## config.mk

```make
export PLATFORM = sky130hd
export DESIGN_NAME = tccs_ctrl
export DESIGN_NICKNAME = d
export VERILOG_FILES = /design/src/tccs_pkg.sv /design/src/tccs_ctrl.sv
export SDC_FILE = /design/constraint.sdc
export NUM_CORES = 1
export LEC_CHECK = 0
export ABC_AREA = 1
export BUFFER_PORTS_ARGS = -buffer_cell sky130_fd_sc_hd__buf_2
export CAP_MARGIN = 5
export CORE_MARGIN = 1
export CORE_UTILIZATION = 52
export CTS_CLUSTER_SIZE = 25
export DETAILED_ROUTE_END_ITERATION = 10
export PLACE_DENSITY = 0.87
export RECOVER_POWER = 50
export SKIP_CTS_REPAIR_TIMING = 1
export SYNTH_ARGS = -nofsm -noshare
export SYNTH_HDL_FRONTEND = slang
export SYNTH_SLANG_ARGS = --single-unit
```

## constraint.sdc

```tcl
create_clock -name clk -period 4.35 [get_ports clk]
set_clock_uncertainty 0.2 [all_clocks]
set_input_delay 0.2175 -clock clk [delete_from_list [all_inputs] [get_ports clk]]
set_output_delay 0.2175 -clock clk [all_outputs]
set_load 0.1 [all_outputs]
```

## src/tccs_pkg.sv

```systemverilog
// shared types, constants and the arctangent table of the tilt compass
`default_nettype none
package tccs_pkg;

  // default build values
  localparam int CordicStepsDef = 16;
  localparam int SampleBitsDef  = 16;

  // datapath widths
  localparam int CordW = 48;
  localparam int ZW    = 27;
  localparam int AngW  = 15;
  localparam int TrigW = 26;
  localparam int ProdW = 52;
  localparam int HW    = 44;
  localparam int MagW  = 35;

  // angle constants in Q13, inverse cordic gain in Q24
  localparam logic signed [16:0] HalfPiQ13      = 17'sd12868;
  localparam logic signed [16:0] PiQ13          = 17'sd25736;
  localparam logic signed [16:0] ThreeHalfPiQ13 = 17'sd38604;
  localparam logic signed [16:0] TwoPiQ13       = 17'sd51472;
  localparam logic [23:0]        InvGainQ24     = 24'd10188013;
  localparam logic signed [ZW-1:0] GainStart    = 27'sd10188013;

  // sector boundaries in Q13
  localparam logic [15:0] SecA = 16'd2048;
  localparam logic [15:0] SecB = 16'd9011;
  localparam logic [15:0] SecC = 16'd17613;
  localparam logic [15:0] SecD = 16'd24166;
  localparam logic [15:0] SecE = 16'd29491;
  localparam logic [15:0] SecF = 16'd36045;
  localparam logic [15:0] SecG = 16'd42598;
  localparam logic [15:0] SecH = 16'd47514;

  // last product/accumulate pair of the tilt rotation
  localparam logic [2:0] MulLast = 3'd6;

  // datapath operations
  typedef enum logic [3:0] {
    OP_NONE,
    OP_LOAD,
    OP_TILT_INIT,
    OP_VEC,
    OP_MAG_MUL,
    OP_ATAN_INIT,
    OP_ATAN_DONE,
    OP_SC_INIT,
    OP_ROT,
    OP_SC_STORE,
    OP_MUL,
    OP_ACC,
    OP_HEAD_INIT,
    OP_HEAD_DONE,
    OP_OUT
  } op_t;

  typedef struct packed {
    op_t        op;
    logic       sel;   // 0 pitch, 1 roll
    logic [4:0] idx;   // cordic iteration
    logic [2:0] k;     // product index
  } cmd_t;

  typedef struct packed {
    logic out_full;
  } stat_t;

  // atan(2^-i) in Q24
  function automatic logic signed [ZW-1:0] atan_tab(input logic [4:0] i);
    logic signed [ZW-1:0] v;
    unique case (i)
      5'd0:  v = 27'sd13176795;
      5'd1:  v = 27'sd7778716;
      5'd2:  v = 27'sd4110060;
      5'd3:  v = 27'sd2086331;
      5'd4:  v = 27'sd1047214;
      5'd5:  v = 27'sd524117;
      5'd6:  v = 27'sd262123;
      5'd7:  v = 27'sd131069;
      5'd8:  v = 27'sd65536;
      5'd9:  v = 27'sd32768;
      5'd10: v = 27'sd16384;
      5'd11: v = 27'sd8192;
      5'd12: v = 27'sd4096;
      5'd13: v = 27'sd2048;
      5'd14: v = 27'sd1024;
      5'd15: v = 27'sd512;
      5'd16: v = 27'sd256;
      5'd17: v = 27'sd128;
      5'd18: v = 27'sd64;
      5'd19: v = 27'sd32;
      5'd20: v = 27'sd16;
      5'd21: v = 27'sd8;
      5'd22: v = 27'sd4;
      5'd23: v = 27'sd2;
      default: v = '0;
    endcase
    return v;
  endfunction

endpackage
`default_nettype wire

```

## src/tccs_ctrl.sv

```systemverilog
// sequencer of the tilt compass: steps the shared cordic and multiplier
`default_nettype none
module tccs_ctrl import tccs_pkg::*; #(
  parameter int CORDIC_STEPS = CordicStepsDef
) (
  input  wire logic  clk,
  input  wire logic  rst,
  input  wire logic  in_valid,
  output logic       in_stall,
  input  wire logic  out_stall,
  input  wire stat_t stat,
  output cmd_t       cmd
);

  localparam int IW = $clog2(CORDIC_STEPS);
  localparam logic [IW-1:0] ILast = IW'(CORDIC_STEPS - 1);

  typedef enum logic [3:0] {
    S_IDLE,
    S_TILT_INIT,
    S_TILT_VEC,
    S_MAG_MUL,
    S_ATAN_INIT,
    S_ATAN_VEC,
    S_ATAN_DONE,
    S_SC_INIT,
    S_SC_ROT,
    S_SC_STORE,
    S_MUL,
    S_ACC,
    S_HEAD_INIT,
    S_HEAD_VEC,
    S_HEAD_DONE,
    S_OUT
  } state_t;

  state_t        state;
  logic [IW-1:0] i;
  logic          sel;
  logic [2:0]    k;
  logic          slot_free;

  assign in_stall  = (state != S_IDLE);
  assign slot_free = !stat.out_full || !out_stall;

  // command decode
  always_comb begin
    cmd.sel = sel;
    cmd.idx = 5'(i);
    cmd.k   = k;
    unique case (state)
      S_IDLE:      cmd.op = in_valid ? OP_LOAD : OP_NONE;
      S_TILT_INIT: cmd.op = OP_TILT_INIT;
      S_TILT_VEC:  cmd.op = OP_VEC;
      S_MAG_MUL:   cmd.op = OP_MAG_MUL;
      S_ATAN_INIT: cmd.op = OP_ATAN_INIT;
      S_ATAN_VEC:  cmd.op = OP_VEC;
      S_ATAN_DONE: cmd.op = OP_ATAN_DONE;
      S_SC_INIT:   cmd.op = OP_SC_INIT;
      S_SC_ROT:    cmd.op = OP_ROT;
      S_SC_STORE:  cmd.op = OP_SC_STORE;
      S_MUL:       cmd.op = OP_MUL;
      S_ACC:       cmd.op = OP_ACC;
      S_HEAD_INIT: cmd.op = OP_HEAD_INIT;
      S_HEAD_VEC:  cmd.op = OP_VEC;
      S_HEAD_DONE: cmd.op = OP_HEAD_DONE;
      S_OUT:       cmd.op = slot_free ? OP_OUT : OP_NONE;
      default:     cmd.op = OP_NONE;
    endcase
  end

  // state and counters
  always_ff @(posedge clk) begin
    if (rst) begin
      state <= S_IDLE;
      i     <= '0;
      sel   <= 1'b0;
      k     <= '0;
    end else begin
      unique case (state)
        S_IDLE: begin
          if (in_valid) begin
            sel   <= 1'b0;
            state <= S_TILT_INIT;
          end
        end
        S_TILT_INIT: begin
          i     <= '0;
          state <= S_TILT_VEC;
        end
        S_TILT_VEC: begin
          if (i == ILast) state <= S_MAG_MUL;
          else i <= i + 1'b1;
        end
        S_MAG_MUL:   state <= S_ATAN_INIT;
        S_ATAN_INIT: begin
          i     <= '0;
          state <= S_ATAN_VEC;
        end
        S_ATAN_VEC: begin
          if (i == ILast) state <= S_ATAN_DONE;
          else i <= i + 1'b1;
        end
        S_ATAN_DONE: begin
          if (sel) begin
            sel   <= 1'b0;
            state <= S_SC_INIT;
          end else begin
            sel   <= 1'b1;
            state <= S_TILT_INIT;
          end
        end
        S_SC_INIT: begin
          i     <= '0;
          state <= S_SC_ROT;
        end
        S_SC_ROT: begin
          if (i == ILast) state <= S_SC_STORE;
          else i <= i + 1'b1;
        end
        S_SC_STORE: begin
          if (sel) begin
            sel   <= 1'b0;
            k     <= '0;
            state <= S_MUL;
          end else begin
            sel   <= 1'b1;
            state <= S_SC_INIT;
          end
        end
        S_MUL: state <= S_ACC;
        S_ACC: begin
          if (k == MulLast) state <= S_HEAD_INIT;
          else begin
            k     <= k + 1'b1;
            state <= S_MUL;
          end
        end
        S_HEAD_INIT: begin
          i     <= '0;
          state <= S_HEAD_VEC;
        end
        S_HEAD_VEC: begin
          if (i == ILast) state <= S_HEAD_DONE;
          else i <= i + 1'b1;
        end
        S_HEAD_DONE: state <= S_OUT;
        S_OUT: begin
          if (slot_free) state <= S_IDLE;
        end
        default: state <= S_IDLE;
      endcase
    end
  end

endmodule
`default_nettype wire

```

==> impl_metrics.tcl <==
set metrics [dict create \
    crit_path_max_incr_delay_ns 0.47 \
    finalInstanceArea_mm2 0.00104 \
    grt-busiest-layer "met2" \
    first_iter_violations 80 \
    synth_adder_area_share_pct 4.08 \
    syn_nets 169 \
    gp_congestion 0.974 \
    critical_path.endpoint_type "primary output" \
    hpwlAfterDp_um 1650 \
    hold_class "in -> reg" \
    global_route_wire_length_before_repair_um 3380 \
    cts_tree "yes" \
    vias 1066 \
    die_area_mm2 0.00194 \
    fp.coreArea_mm2 0.00158 \
    drc_errors 0 \
    netlist_area_um2 921 \
    max_cap_violations 0 \
    clock_sinks 12 \
    worst_path_required_time_ns 3.93 \
    cpMaxStageDelayCell "dfxtp_1" \
    synth_top_family_by_area "simple AND/OR/NAND/NOR gates" \
    grt_start_max_net_pins 11 \
    top_level_ports 19 \
    synth_area_leaders "dfxtp_1 (26%), nand2_1 (23%), nor2_1 (10%)" \
    ys_types 20 \
    drt_pre_antenna_iters 6 \
    postSynthRegisterBits 12 \
    route.antenna.remaining_nets 0 \
    synth_compound_area_share_pct 7.88 \
    layout.cells.non_filler 197 \
    async_reset_ff_share_pct 0 \
    synthSimpleGateAreaFrac_pct 48.5 \
    crit_path_most_repeated_cell "nand2_1" \
    synth_commonest_cells "nand2_1 (57), nor2_1 (25), inv_1 (20)" \
    synthMostInstantiatedCell "nand2_1" \
    port_buffers 17 \
    syn_avg_cell_area_um2 5.72 \
    synth_largest_area_cell "dfxtp_1" \
    global_route.usage.met2_pct 37.9 \
    post-route-period-util_pct 53.3 \
    synth-seq-area-share_pct 26.1 \
    synth_enable_flop_cells 0 \
    unrepaired_setup_endpoints_after_global_routing "no" \
    drive_above_1_share_pct 8.84 \
    final-hold-violation-count 0 \
    postSynthCellCount 161 \
    synthToLayoutAreaGrowth_pct 13.2 \
    start_kind "flop" \
    ys_warn_count 0 \
    worst_ep_arrival_time_ns 1.90 \
    synth_top_cell_area_share_pct 26.1 \
    row_count 14 \
    max_clock_freq_ghz 0.431 \
    place.detailed.instances 192 \
    worst_slew_pin_slew_ns 1.16 \
    setup_total_negative_slack_ns 0 \
    cts.clk_slew.worst_paths_ns 0.08 \
    drt_wl_total_um 2120 \
    cts.path.max_buffers 2 \
    report.final.setup_viol 0 \
    wire_per_inst_um 10.8 \
    grt.met3_usage_pct 2.45 \
    globalRouteOverflowTotal 0 \
    ys.flop_type "dfxtp_1" \
    worstSkewPairLatency_ns 0.28 \
    global_route.usage.total_pct 23.2 \
    crit_path_max_fanout 7 \
    antenna_violations_before_repair 0 \
    min_period_ns 2.32 \
    post_synth_mux_area_share_pct 0 \
    routed_via_density 5.41 \
    global_route.usage.met1_pct 30.8 \
    critical_path_class "reg -> out" \
    report.final.slew_viol_count 0 \
    cts_htree_levels 1 \
    chipHeight_um 44.1 \
    cts_buffers 3 \
    timing.slew.headroom_pct 23.0 \
    placed_area_mm2 0.00101 \
    cts.root.buffer_cell "clkbuf_4" \
    first_global_vias 842 \
    post_synth_xor_area_fraction_pct 2.85 \
    final_nets 190 \
    result_of_the_run "completed" \
    timing.critical_path.cells "inv_1 -> nor2_1 -> nand2_1 -> nand2_1 -> a211oi_1 -> nand3b_1 -> buf_2" \
    diodes 0 \
    die_w_um 44.1 \
    initial_standard_cell_utilization_of_the_core_pct 58.4 \
]
[registers in the layout, indices dropped and copies added, names as in the netlist]
name	flops
i	4
state	4
k	3
sel	1
[through the flow]
step	setup slack, ns	util, %	hold slack, ns
final	2.03	66.1	0.207
after global routing	1.88	66.1	0.299
after CTS	2.15	66.4	-0.0281
after detailed placement	2.46	64.1	0.271
after global placement	2.46	64.1	0.265
after floorplan	1.71	-	0.0866
[area by class of cell]
class	instances	area, um^2
Clock buffer	4	36.3
Fill cell	144	534
Inverter	21	78.8
Multi-Input combinational cell	126	582
Sequential cell	12	240
Tap cell	16	20.0
Timing Repair Buffer	18	85.1
[critical path: cells and delay by family, from the launching register on]
| kind | cells | cell delay (ns) |
|---|---|---|
| buf+inv | 2 | 0.57 |
| simple gates | 4 | 0.52 |
| flops | 1 | 0.47 |
| compound gates | 1 | 0.05 |
[path summary, 6_finish.rpt]
| kind | cells after the start | endpoint | slack (ns) | start |
|---|---|---|---|---|
| worst min-delay path | 6 | sel$_SDFFE_PP0P_ | 0.21 | in_valid |
| worst min register to register | 2 | k[0]$_SDFFE_PP0P_ | 0.31 | k[0]$_SDFFE_PP0P_ |
| worst max-delay path | 7 | cmd[9] | 2.03 | state[1]$_SDFFE_PP0P_ |
| worst max register to register | 9 | state[0]$_SDFFE_PP0P_ | 2.59 | state[1]$_SDFFE_PP0P_ |
[kinds of logic after synthesis]
kind of cell / Yosys count
simple gates: 105
buf+inv: 23
compound gates: 14
flops: 12
xor+xnor: 3
fa+ha+maj: 3
other cells: 1
[placed cells by master, fill, tap and decap left out, types with 2 or more instances in the layout]
master,instances
clkbuf_4,3
nand2_1,57
inv_1,21
o21ai_0,3
dfxtp_1,12
buf_2,9
ha_1,3
clkbuf_1,8
xnor2_1,2
a21oi_1,10
nand3_1,13
nor2_1,27
nand3b_1,3
[metal layers]
metal | share of wire (%) | up-vias | wire, um
met5 | 0 | - | 0
met4 | 2.2 | 0 | 47
met3 | 7.2 | 7 | 153
met2 | 47 | 48 | 992
met1 | 44 | 470 | 929
li1 | - | 541 | -
Power is not shown: default switching activity piles up to over one toggle a cycle in this logic, so the estimate is an artifact.
